### config.mk
export PLATFORM = sky130hd
export DESIGN_NAME = fkmt_ctrl
export DESIGN_NICKNAME = d
export VERILOG_FILES = /design/src/rtl/fkmt_pkg.sv /design/src/rtl/fkmt_ctrl.sv
export SDC_FILE = /design/constraint.sdc
export NUM_CORES = 1
export LEC_CHECK = 0
export BUFFER_PORTS_ARGS = -buffer_cell sky130_fd_sc_hd__buf_2
export CORE_AREA = 2 2 39 41
export CTS_CLUSTER_DIAMETER = 120
export CTS_CLUSTER_SIZE = 30
export DETAILED_ROUTE_END_ITERATION = 7
export DIE_AREA = 0 0 41 43
export HOLD_SLACK_MARGIN = 0.03
export PLACE_DENSITY_LB_ADDON = 0.05
export RECOVER_POWER = 50
export SYNTH_ARGS = -nofsm -noshare
export SYNTH_HDL_FRONTEND = slang
export SYNTH_SLANG_ARGS = --single-unit
### constraint.sdc
create_clock -name clk -period 1.4 [get_ports clk]
set_input_delay 0.42 -clock clk [delete_from_list [all_inputs] [get_ports clk]]
set_output_delay 0.42 -clock clk [all_outputs]
set_load 0.05 [all_outputs]
### src/rtl/fkmt_pkg.sv
// ----------------------------------------------------------------------------
// fkmt_pkg
// Shared types, constants and the hash step function for the keyed memo table.
// ----------------------------------------------------------------------------
`timescale 1ns / 1ps
`default_nettype none

package fkmt_pkg;

  // The hash restarts from the FNV offset basis after each completed key.
  localparam logic [63:0] HASH_BASIS = 64'hcbf2_9ce4_8422_2325;
  // A get that misses reports the bit pattern of -1.0.
  localparam logic [63:0] MISS_VALUE = 64'hbff0_0000_0000_0000;

  // Operation carried with the last word of a key.
  typedef enum logic [1:0] {
    OP_GET    = 2'd0,
    OP_SET    = 2'd1,
    OP_DELETE = 2'd2,
    OP_NONE   = 2'd3
  } fkmt_op_t;

  // Status reported with each result.
  typedef enum logic [2:0] {
    ST_FOUND     = 3'd0,
    ST_NOT_FOUND = 3'd1,
    ST_INSERTED  = 3'd2,
    ST_UPDATED   = 3'd3,
    ST_DELETED   = 3'd4,
    ST_FULL      = 3'd5
  } fkmt_status_t;

  // Controller states.
  typedef enum logic [2:0] {
    S_CLEAR,
    S_IDLE,
    S_SCAN,
    S_COMMIT,
    S_RESULT
  } fkmt_state_t;

  // Commands from the controller to the datapath.
  typedef struct packed {
    logic hash_step;    // a key word was accepted
    logic scan_start;   // latch the key and restart the slot counter
    logic issue;        // read the slot at the counter
    logic clear_wr;     // invalidate the slot at the counter
    logic commit;       // update the table and build the result
    logic load_result;  // move the result into the output register
  } fkmt_cmd_t;

  // Status from the datapath to the controller.
  typedef struct packed {
    logic cmp_hit;      // the slot being compared matches the key
    logic cmp_last;     // the slot being compared is the last one
    logic cnt_end;      // the counter sits on the last slot
    logic out_busy;     // the output register holds a result not yet taken
  } fkmt_stat_t;

  // One FNV-1a step: xor the word in, then multiply by the prime
  // 2^40 + 2^8 + 2^7 + 2^5 + 2^4 + 2^1 + 1 modulo 2^64, as a shift-add.
  function automatic logic [63:0] fnv_step(input logic [63:0] hash,
                                           input logic [63:0] word);
    logic [63:0] mix;
    mix = hash ^ word;
    return (mix << 40) + (mix << 8) + (mix << 7) + (mix << 5) +
           (mix << 4) + (mix << 1) + mix;
  endfunction

endpackage

`default_nettype wire

### src/rtl/fkmt_ctrl.sv
// ----------------------------------------------------------------------------
// fkmt_ctrl
// Sequencer: clears the table after reset, takes key words, runs the slot
// scan, commits the table update and hands the result to the output register.
// ----------------------------------------------------------------------------
`timescale 1ns / 1ps
`default_nettype none

module fkmt_ctrl (
  input  logic                   clk,
  input  logic                   rst,
  input  logic                   in_valid,
  output logic                   in_ready,
  input  logic [1:0]             command,
  input  logic                   key_last,
  input  fkmt_pkg::fkmt_stat_t   stat,
  output fkmt_pkg::fkmt_cmd_t    cmd
);
  import fkmt_pkg::*;

  fkmt_state_t state;
  fkmt_state_t state_next;
  logic        accept;

  // State register.
  always_ff @(posedge clk) begin
    if (rst) begin
      state <= S_CLEAR;
    end else begin
      state <= state_next;
    end
  end

  // Next state and command decode.
  always_comb begin
    state_next = state;
    cmd        = '0;
    in_ready   = 1'b0;
    accept     = 1'b0;
    unique case (state)
      S_CLEAR: begin
        cmd.clear_wr = 1'b1;
        if (stat.cnt_end) begin
          state_next = S_IDLE;
        end
      end
      S_IDLE: begin
        in_ready = 1'b1;
        accept   = in_valid;
        if (accept) begin
          cmd.hash_step = 1'b1;
          if (key_last && fkmt_op_t'(command) != OP_NONE) begin
            cmd.scan_start = 1'b1;
            state_next     = S_SCAN;
          end
        end
      end
      S_SCAN: begin
        cmd.issue = 1'b1;
        if (stat.cmp_hit || stat.cmp_last) begin
          state_next = S_COMMIT;
        end
      end
      S_COMMIT: begin
        cmd.commit = 1'b1;
        state_next = S_RESULT;
      end
      S_RESULT: begin
        // Wait until the output register is free or being emptied.
        if (!stat.out_busy) begin
          cmd.load_result = 1'b1;
          state_next      = S_IDLE;
        end
      end
      default: begin
        state_next = S_CLEAR;
      end
    endcase
  end

endmodule

`default_nettype wire

==> out/qor.yml, run 1 <==
hold_path:
  holdPathEnd: "state[0]$_SDFFE_PP0P_"
  hold_start: "rst"
  holdPathStages: 2
  hold_path_class: "in -> reg"
grt:
  antenna_found_initial: 0
  grt_pass1_vias: 307
  overflow: 0
  grt_pass1_wl_um: 1350
  grt_max_degree: 7
  grt_usage_pct: 12.0
final_layout:
  largest_reg_flops: 3
  regMostFlops: "state"
  n_antenna_cell: 0
  nets: 67
  drive_gt1_share_pct: 73.2
  reg_top3: "state: 3 flops"
  area_growth_syn_to_layout_pct: 128
routing:
  wl_per_cell_um: 10.9
  first_iter_violations: 2
  totalWireLength_um: 783
  viasPerCell: 4.35
  vias: 313
  firstDrtPassIters: 3
  drc: 0
  ant_nets: 0
floorplanning:
  die_area_um2: 1760
  ios: 17
  num_rows: 14
  die_y_um: 43
  start_util_pct: 17.0
  core_um2: 1380
  die_x_um: 41
clock_network:
  clock-sinks: 3
  cts_buffer_depth: 2
  tritoncts: "built"
  clock-root-buffer: "clkbuf_4"
  clk_pin_slew_ns: 0.04
  clock_latency_ns: 0.24
  ctsHtreeMaxLevel: 1
  cts_hold_buf: 0
  cts_buffers: 3
  post_cts_buffers: 0
synth:
  syn-num-nets: 39
  yosysSeqAreaShare_pct: 25.5
  synth.ff_latch_count: 3
  syn_area_per_cell_um2: 8.11
  yosysWarnings: 0
  syn_inst: 29
  syn_area_um2: 235
  synth.area.top_cells: "dfxtp_1, nor2_1, a221oi_2"
  synth_edf_count: 0
  synth.distinct_cells: 20
  async_flop_share_pct: 0
  yosysTopAreaCellShare_pct: 25.5
  yosys.area.top_type: "dfxtp_1"
  ys_top_cells_by_count: "nor2_1, dfxtp_1, buf_2, nor2b_1, nor3_1"
  synth_top_flop_cell: "dfxtp_1"
  yosysMostFrequentCell: "nor2_1"
sta:
  period_needed_ns: 1.59
  fin_crit_sh_pct: 114
  setup_violations: 6
  slew_headroom_pct: 86.3
  worst_slew_pin_slew_ns: 0.204
  final-max-slew-violation-count: 0
  clock_skew_ns: 0.00680
  hold_viol: 0
  hold_ws_ns: 0.368
  grt_setup_unrepaired: "true"
  max_freq_mhz: 629
  fin_ws_ns: -0.190
critical_path:
  cp_max_fo: 5
  cp-end-kind: "output port"
  r2r_start: "state[2]$_SDFFE_PP0P_"
  critical_path_arrival_ns: 1.17
  rr_endpoint: "state[0]$_SDFFE_PP0P_"
  required_ns: 0.98
  crit_path_start_kind: "flip-flop"
  criticalPathCategory: "reg -> out"
  rr_worst_depth: 4
  reg2reg_slack_ns: 0.19
pwr:
  power.density_nw_per_um2: 758
  p_leak_uw: 0.000246
  vdd_drop_max_mv: 0.359
place:
  place_ws_ns: -0.0722
  port_buffers: 16
  place.gp.congestion: 0.713
  dp_hpwl_um: 620
flow_run:
  maxCapViolations: 0
outcome:
  status: "complete, but fails checks"
  violations: "negative setup slack"
[final cells by class]
type,instances,area (um^2)
flip-flops and latches,3,66.3
multi-input cells,23,196
well taps,16,20.0
repair buffers,26,226
fillers,153,848
clock buffers,4,26.3
[report_power, final]
group | internal, uW | total (uW) | leakage (uW) | switching [uW]
Clock | 107 | 160 | 0.0000150 | 52.7
Combinational | 72.9 | 150 | 0.000205 | 77.0
Sequential | 89.6 | 95.9 | 0.0000260 | 6.34
[worst max path at each step]
stage	from	endpoint	slack, ns	cells past startpoint
after global placement	state[1]$_SDFFE_PP0P_	cmd[3]	-0.08	3
final	state[1]$_SDFFE_PP0P_	cmd[4]	-0.19	4
after CTS	state[1]$_SDFFE_PP0P_	cmd[4]	-0.19	4
after global routing	state[0]$_SDFFE_PP0P_	cmd[0]	-0.23	3
after floorplan	state[1]$_SDFFE_PP0P_	cmd[2]	-0.14	2
after detailed placement	state[1]$_SDFFE_PP0P_	cmd[4]	-0.07	4
[cell usage in the layout (no fill, tap or decap), types with 2 or more instances in the layout]
cell type,instances
nor2_1,4
buf_4,6
dfxtp_2,2
buf_6,9
buf_2,9
clkbuf_4,3
[worst max-delay path, cell delays in order (launching register included)]
cell	delay [ns]
dfxtp_4	0.36
nor2_4	0.08
and2_4	0.15
and4_4	0.20
buf_8	0.14
[metal layers]
metal  track usage, %  vias to the layer above  part of all wire [%]
met5                0                        -                     0
met4             10.0                        0                   1.8
met3             5.24                        2                   7.8
met1             13.7                      136                    39
li1                 -                      161                     -
met2             16.3                       14                    51
[through the flow]
stage          utilization, %  total power [uW]  std cells  cell area (um^2)  setup TNS [ns]
2_1_floorplan               -               178         29               277          -0.383
3_3_place_gp             31.6               228         68               437          -0.269
3_5_place_dp             31.6               228         68               437          -0.241
4_1_cts                  38.0               408         72               526          -0.946
5_1_grt                  38.7               432         72               536           -1.09
6_report                 38.7               406         72               536          -0.747
[cells by family (layout without fill, tap and decap cells)]
kind of cell | count (synthesis) | in the layout | share of synthesized area (%)
AOI/OAI and AO/OA | 5 | 5 | 20.7
and+or+nand+nor | 18 | 18 | 44.7
DFF | 3 | 3 | 25.5
buffers and inverters | 3 | 30 | 9.04
[what timing repair did]
item | in CTS | in global routing
setup endpoints to repair | 7 | 7
cloned | 0 | 0
endpoints found under the hold margin | 0 | 0
gates resized for setup | 21 | 4
pin swaps | 1 | 0
Power figures use the tool's default switching activity.
==> inputs of run 2 (changes only) <==
==> constraint.sdc (replaced) <==
create_clock -name clk -period 1.99 [get_ports clk]
set_input_delay 0.597 -clock clk [delete_from_list [all_inputs] [get_ports clk]]
set_output_delay 0.597 -clock clk [all_outputs]
set_load 0.05 [all_outputs]
==> run 2 against run 1 <==
The run now ends clean. Cell count decreased by 9.7%. Register-to-register slack improved by 0.62 ns. Count of clock-buffer cells in the layout unchanged. Sequential share of layout area increased by 4.1 points. Power decreased by 40%. Setup slack improved by 0.30 ns. Combinational power decreased by 51%. First-iteration DRC count decreased by 50%. Non-clock buffer count decreased by 7. Flip-flop and latch count unchanged. Largest power group unchanged. Highest routed layer is now met3.
==> out/qor.yml, run 2 (synthesized netlist as in run 1, its figures left out) <==
final_layout:
  mostFrequentLayoutCell: "buf_2"
  seqCellArea_um2: 61.3  # was 66.3 um^2
  regMostFlops: "state"  # unchanged
  mostFrequentLayoutCells: "buf_2, nor2_1, clkbuf_4, buf_4"  # was buf_2, buf_6, buf_4
  n_antenna_cell: 0  # unchanged
  final_area_um2: 372  # was 536 um^2
  drive_gt1_share_pct: 57.1  # was 73.2%
  multi_input_area_um2: 161  # was 196 um^2
  reg_top3: "state: 3 flops"  # unchanged
  area_growth_syn_to_layout_pct: 58.0  # was 128%
  largest_reg_flops: 3  # unchanged
  nets: 60  # was 67
  fillers: 170  # was 153
routing:
  totalWireLength_um: 633  # was 783 um
  vias: 288  # was 313
  ant_nets: 0  # unchanged
  firstDrtPassIters: 4  # was 3
  first_iter_violations: 1  # was 2
  drc: 0  # unchanged
  wl_per_cell_um: 9.74  # was 10.9 um
  viasPerCell: 4.43  # was 4.35
sta:
  hold_viol: 0  # unchanged
  slew_headroom_pct: 81.7  # was 86.3%
  max_freq_mhz: 531
  grt_setup_unrepaired: "false"  # was true
  worst_slew_pin_slew_ns: 0.276  # was 0.204 ns
  clock_skew_ns: 0.000465  # was 0.00680 ns
  tns_ns: 0  # was -0.747 ns
  final-max-slew-violation-count: 0  # unchanged
  period_needed_ns: 1.88
  fin_crit_sh_pct: 94.6
  setup_violations: 0  # was 6
floorplanning:
  die_y_um: 43  # unchanged
  start_util_pct: 17.0  # unchanged
  num_rows: 14  # unchanged
  die_area_um2: 1760  # unchanged
  ios: 17  # unchanged
  core_um2: 1380  # unchanged
  die_x_um: 41  # unchanged
clock_network:
  clock-sinks: 3  # unchanged
  cts_buffers: 3  # unchanged
  tritoncts: "built"  # unchanged
  post_cts_buffers: 0  # unchanged
  cts_hold_buf: 0  # unchanged
  clk_pin_slew_ns: 0.04  # about the same
  clock-root-buffer: "clkbuf_4"  # unchanged
  ctsHtreeMaxLevel: 1  # unchanged
  post_cts_resized: 0  # was 21
  clock_latency_ns: 0.23  # was 0.24 ns
  cts_buffer_depth: 2  # unchanged
pwr:
  power.switching_uw: 79.9  # was 136 uW
  power_frac_clock_pct: 43.1  # was 39.4%
  p_seq_share_pct: 27.0  # was 23.6%
  power.density_nw_per_um2: 660  # was 758 nW/um^2
  power.internal_uw: 165  # was 270 uW
  swShare_pct: 32.6  # was 33.5%
  p_leak_uw: 0.000188  # was 0.000246 uW
  p_total_uw: 245  # was 406 uW
  pwr-share-comb_pct: 29.9  # was 36.9%
  vdd_drop_max_mv: 0.216  # was 0.359 mV
critical_path:
  cp-end-kind: "output port"  # unchanged
  cp_cell_sequence: "nor2_1 > and2_2 > and4_2 > buf_2"  # was nor2_4 > and2_4 > and4_4 > buf_8
  critical_path_arrival_ns: 1.29  # was 1.17 ns
  cp_max_fo: 7  # was 5
  r2r_start: "state[1]$_SDFFE_PP0P_"  # was state[2]$_SDFFE_PP0P_
  criticalPathCategory: "reg -> out"  # unchanged
  slowest_stage: "dfxtp_2"  # was dfxtp_4
  crit_path_start: "state[2]$_SDFFE_PP0P_"  # was state[1]$_SDFFE_PP0P_
  cp_top_family: "simple AND/OR/NAND/NOR gates"  # unchanged
  reg2reg_slack_ns: 0.81  # was 0.19 ns
  crit_buf_inv: 1  # unchanged
  slowest_delay_ns: 0.34  # was 0.36 ns
  crit_path_start_kind: "flip-flop"  # unchanged
  required_ns: 1.39  # was 0.98 ns
grt:
  overflow: 0  # unchanged
  grt_max_degree: 9  # was 7
  grt_usage_pct: 8.84  # was 12.0%
  antenna_found_initial: 0  # unchanged
  grt_pass1_vias: 261  # was 307
  grt_pass1_wl_um: 1000  # was 1350 um
place:
  place.gp.congestion: 0.666  # was 0.713
  place_area_um2: 350  # was 437 um^2
  dp_hpwl_um: 524  # was 620 um
  port_buffers: 16  # unchanged
flow_run:
  maxCapViolations: 0  # unchanged
outcome:
  status: "complete, no violations"  # was complete, but fails checks
hold_path:
  hold_path_class: "reg -> reg"  # was in -> reg
  hold_start: "state[2]$_SDFFE_PP0P_"  # was rst
==> run 2: changes by cell type in the layout (fill, tap and decap cells not counted), moves of 2 or more <==
| cell | before | now |
|---|---|---|
| buf_2 | 9 | 15 |
| buf_6 | 9 | 0 |
| nor2b_1 | 0 | 2 |
| buf_4 | 6 | 3 |
| dfxtp_1 | 0 | 2 |
==> run 2: worst paths after layout <==
check,to,cells after the start
setup / recovery,cmd[4],4
setup reg to reg,state[0]$_SDFFE_PP0P_,4
hold reg to reg,state[1]$_SDFFE_PP0P_,1
hold / removal,state[1]$_SDFFE_PP0P_,1
==> run 2: per-stage QoR <==
step / util, % / hold slack, ns / setup slack (ns) / std cells
2_1_floorplan: - / 0.556 / -0.122 / 29
3_3_place_gp: 25.3 / 0.575 / 0.160 / 61
3_5_place_dp: 25.3 / 0.559 / 0.149 / 61
4_1_cts: 27.2 / 0.557 / 0.0266 / 65
5_1_grt: 26.9 / 0.528 / 0.00150 / 65
6_report: 26.9 / 0.495 / 0.107 / 65
==> run 2: metal layers <==
metal / share of wire (%) / track usage [%]
met1: 41 / 9.65
met2: 51 / 12.2
met3: 7.6 / 2.09
met4: 0 / 10.0
met5: 0 / 0
==> run 2: layout make-up <==
| class | instances | area share [%] |
|---|---|---|
| multi-input combinational | 23 | 43.4 |
| timing repair buffer | 19 | 27.6 |
| sequential | 3 | 16.5 |
| tap | 16 | 5.39 |
| clock buffer | 4 | 7.07 |
==> run 2: power groups by stage <==
stage	clock, uW	sequential, uW	combinational, uW
after floorplan	0	64.9	55.7
after CTS	112	66.1	76.4
final	106	66.2	73.4
after global routing	117	67.1	78.7
after detailed placement	0	67.1	76.4
after global placement	0	67.3	75.8
==> run 2: worst register-to-register path: cells and delay by family (launching register included) <==
kind | cells | cell delay, ns
AOI/OAI and AO/OA | 2 | 0.50
and+or+nand+nor | 1 | 0.05
buffers and inverters | 1 | 0.18
DFF | 1 | 0.36
==> inputs of run 3 (changes only) <==
--- a/config.mk
+++ b/config.mk
@@ -5,6 +5,7 @@
 export SDC_FILE = /design/constraint.sdc
 export NUM_CORES = 1
 export LEC_CHECK = 0
+export ABC_AREA = 1
 export BUFFER_PORTS_ARGS = -buffer_cell sky130_fd_sc_hd__buf_2
 export CORE_AREA = 2 2 39 41
 export CTS_CLUSTER_DIAMETER = 120
@@ -14,6 +15,7 @@
 export HOLD_SLACK_MARGIN = 0.03
 export PLACE_DENSITY_LB_ADDON = 0.05
 export RECOVER_POWER = 50
+export SETUP_SLACK_MARGIN = 0.5
 export SYNTH_ARGS = -nofsm -noshare
 export SYNTH_HDL_FRONTEND = slang
 export SYNTH_SLANG_ARGS = --single-unit
==> run 3 against run 2 <==
Via count grew 14%. Critical path depth increased by 2. Design area is 37% higher. Largest cell class unchanged. Highest routed layer unchanged.
==> out/qor.yml, run 3 <==
sta:
  max_freq_mhz: 579  # was 531 MHz
  setup_violations: 0  # unchanged
  slew_headroom_pct: 81.7  # about the same
  period_needed_ns: 1.73  # was 1.88 ns
  clock_skew_ns: 0.000442  # was 0.000465 ns
  grt_setup_unrepaired: "true"  # was false
  hold_ws_ns: 0.555  # was 0.495 ns
  worst_slew_pin_slew_ns: 0.275  # was 0.276 ns
  fin_ws_ns: 0.263  # was 0.107 ns
  final-max-slew-violation-count: 0  # unchanged
  fin_crit_sh_pct: 86.8  # was 94.6%
  tns_ns: 0  # unchanged
  hold_viol: 0  # unchanged
routing:
  firstDrtPassIters: 2  # was 4
  vias: 328  # was 288
  wl_per_cell_um: 8.67  # was 9.74 um
  drc: 0  # unchanged
  totalWireLength_um: 711  # was 633 um
  viasPerCell: 4.00  # was 4.43
  ant_nets: 0  # unchanged
  first_iter_violations: 1  # unchanged
final_layout:
  mostFrequentLayoutCells: "buf_2, nand2_1, nor2_1"  # was buf_2, nor2_1, clkbuf_4, buf_4
  drive_gt1_share_pct: 63.6  # was 57.1%
  reg_top3: "state: 3 flops"  # unchanged
  nets: 77  # was 60
  largest_reg_flops: 3  # unchanged
  n_antenna_cell: 0  # unchanged
  area_growth_syn_to_layout_pct: 101  # was 58.0%
  final_area_um2: 508  # was 372 um^2
  mostFrequentLayoutCell: "buf_2"  # unchanged
  regMostFlops: "state"  # unchanged
floorplanning:
  ios: 17  # unchanged
  die_area_um2: 1760  # unchanged
  die_x_um: 41  # unchanged
  num_rows: 14  # unchanged
  core_um2: 1380  # unchanged
  die_y_um: 43  # unchanged
  start_util_pct: 18.3  # was 17.0%
grt:
  grt_pass1_wl_um: 1140  # was 1000 um
  overflow: 0  # unchanged
  grt_pass1_vias: 302  # was 261
  grt_usage_pct: 9.21  # was 8.84%
  grt_max_degree: 7  # was 9
  antenna_found_initial: 0  # unchanged
critical_path:
  slowest_stage: "dfxtp_4"  # was dfxtp_2
  criticalPathCategory: "reg -> out"  # unchanged
  required_ns: 1.39  # about the same
  cp-end-kind: "output port"  # unchanged
  cp_cell_sequence: "inv_4 > nand2_4 > nor2_4 > inv_4 > nor2_4 > buf_8"  # was nor2_1 > and2_2 > and4_2 > buf_2
  cp_max_fo: 3  # was 7
  critical_path_arrival_ns: 1.13  # was 1.29 ns
  slowest_delay_ns: 0.35  # was 0.34 ns
  cp_top_family: "flip-flops"  # was simple AND/OR/NAND/NOR gates
  crit_buf_inv: 3  # was 1
  crit_path_start_kind: "flip-flop"  # unchanged
synth:
  synth_top_flop_cell: "dfxtp_1"  # unchanged
  async_flop_share_pct: 0  # unchanged
  syn-num-nets: 52  # was 39
  syn_area_um2: 253  # was 235 um^2
  yosysSeqAreaShare_pct: 23.8  # was 25.5%
  syn_inst: 42  # was 29
  synth.distinct_cells: 15  # was 20
  yosys.area.top_type: "dfxtp_1"  # unchanged
  synth_edf_count: 0  # unchanged
  synth.ff_latch_count: 3  # unchanged
  syn_area_per_cell_um2: 6.02  # was 8.11 um^2
  ys_top_cells_by_count: "nor2_1, nand2_1, inv_1"  # was nor2_1, dfxtp_1, buf_2, nor2b_1, nor3_1
  yosysMostFrequentCell: "nor2_1"  # unchanged
  yosysWarnings: 0  # unchanged
  synth.area.top_cells: "dfxtp_1, nor2_1, nand2_1"  # was dfxtp_1, nor2_1, a221oi_2
  yosysTopAreaCellShare_pct: 23.8  # was 25.5%
outcome:
  status: "complete, no violations"  # unchanged
clock_network:
  cts_buffers: 3  # unchanged
  clock-sinks: 3  # unchanged
  tritoncts: "built"  # unchanged
  ctsHtreeMaxLevel: 1  # unchanged
  cts_buffer_depth: 2  # unchanged
  clock_latency_ns: 0.23  # about the same
  clock-root-buffer: "clkbuf_4"  # unchanged
  clk_pin_slew_ns: 0.04  # about the same
place:
  port_buffers: 16  # unchanged
  place_area_um2: 408  # was 350 um^2
  place_ws_ns: 0.177  # was 0.149 ns
  dp_hpwl_um: 589  # was 524 um
  place.gp.congestion: 0.632  # was 0.666
pwr:
  p_total_uw: 842  # was 245 uW
  power.density_nw_per_um2: 1660  # was 660 nW/um^2
  vdd_drop_max_mv: 0.918  # was 0.216 mV
  p_leak_uw: 0.000236  # was 0.000188 uW
flow_run:
  maxCapViolations: 0  # unchanged
hold_path:
  hold_path_class: "in -> reg"  # was reg -> reg
## run 3: cell families (layout without fill, tap and decap cells)
logic type             Yosys count  in the layout  share of synthesized area (%)
AOI/OAI and AO/OA                3              3                           7.92
DFF                              3              3                           23.8
buffers and inverters            8             32                           11.9
and+or+nand+nor                 28             28                           56.4
## run 3: per-stage QoR
step	util, %	cells
finish	36.7	82
global route	36.7	82
CTS	37.0	82
detailed placement	29.5	74
global placement	29.5	74
floorplan	-	42
## run 3: path summary, 6_finish.rpt
path	depth (start not counted)	end	slack, ns	start
setup / recovery	6	cmd[4]	0.26	state[2]$_SDFFE_PP0P_
hold reg to reg	4	state[2]$_SDFFE_PP0P_	0.62	state[1]$_SDFFE_PP0P_
hold / removal	2	state[0]$_SDFFE_PP0P_	0.55	rst
setup reg to reg	10	state[0]$_SDFFE_PP0P_	0.81	state[2]$_SDFFE_PP0P_
## run 3: where the power goes
part	leakage [uW]	total, uW	switching (uW)	internal, uW
combinational	0.000195	583	378	205
clock	0.0000150	104	29.1	75.0
sequential	0.0000267	154	57.5	97.0
total	0.000236	842	464	377
## run 3: layer usage
metal | vias up | global-route usage, % | wire length (um)
met3 | 0 | 1.57 | 51
met1 | 135 | 12.7 | 318
met5 | - | 0 | 0
met2 | 11 | 13.4 | 341
met4 | 0 | 4.00 | 0
li1 | 182 | - | -
## run 3: worst reg2reg max path: stages (launching register included)
cell     delay [ns]
dfxtp_4        0.35
inv_4          0.08
nand2_4        0.06
nor2_4         0.12
buf_4          0.12
nand2_1        0.04
nand2_1        0.11
nor2_1         0.05
nand2_1        0.05
nand2_1        0.06
nor2_2         0.07
## run 3: what timing repair did
action,4_1_cts,5_1_grt
setup endpoints to repair,7,7
buffers inserted,4,0
hold buffers,0,0
gates resized for setup,16,3
pin swaps,2,0
## run 3: layout make-up
class / count / area (um^2)
timing repair buffer: 20 / 143
inverter: 8 / 35.0
tap: 16 / 20.0
sequential: 3 / 71.3
multi-input combinational: 31 / 213
clock buffer: 4 / 26.3
fill: 157 / 876
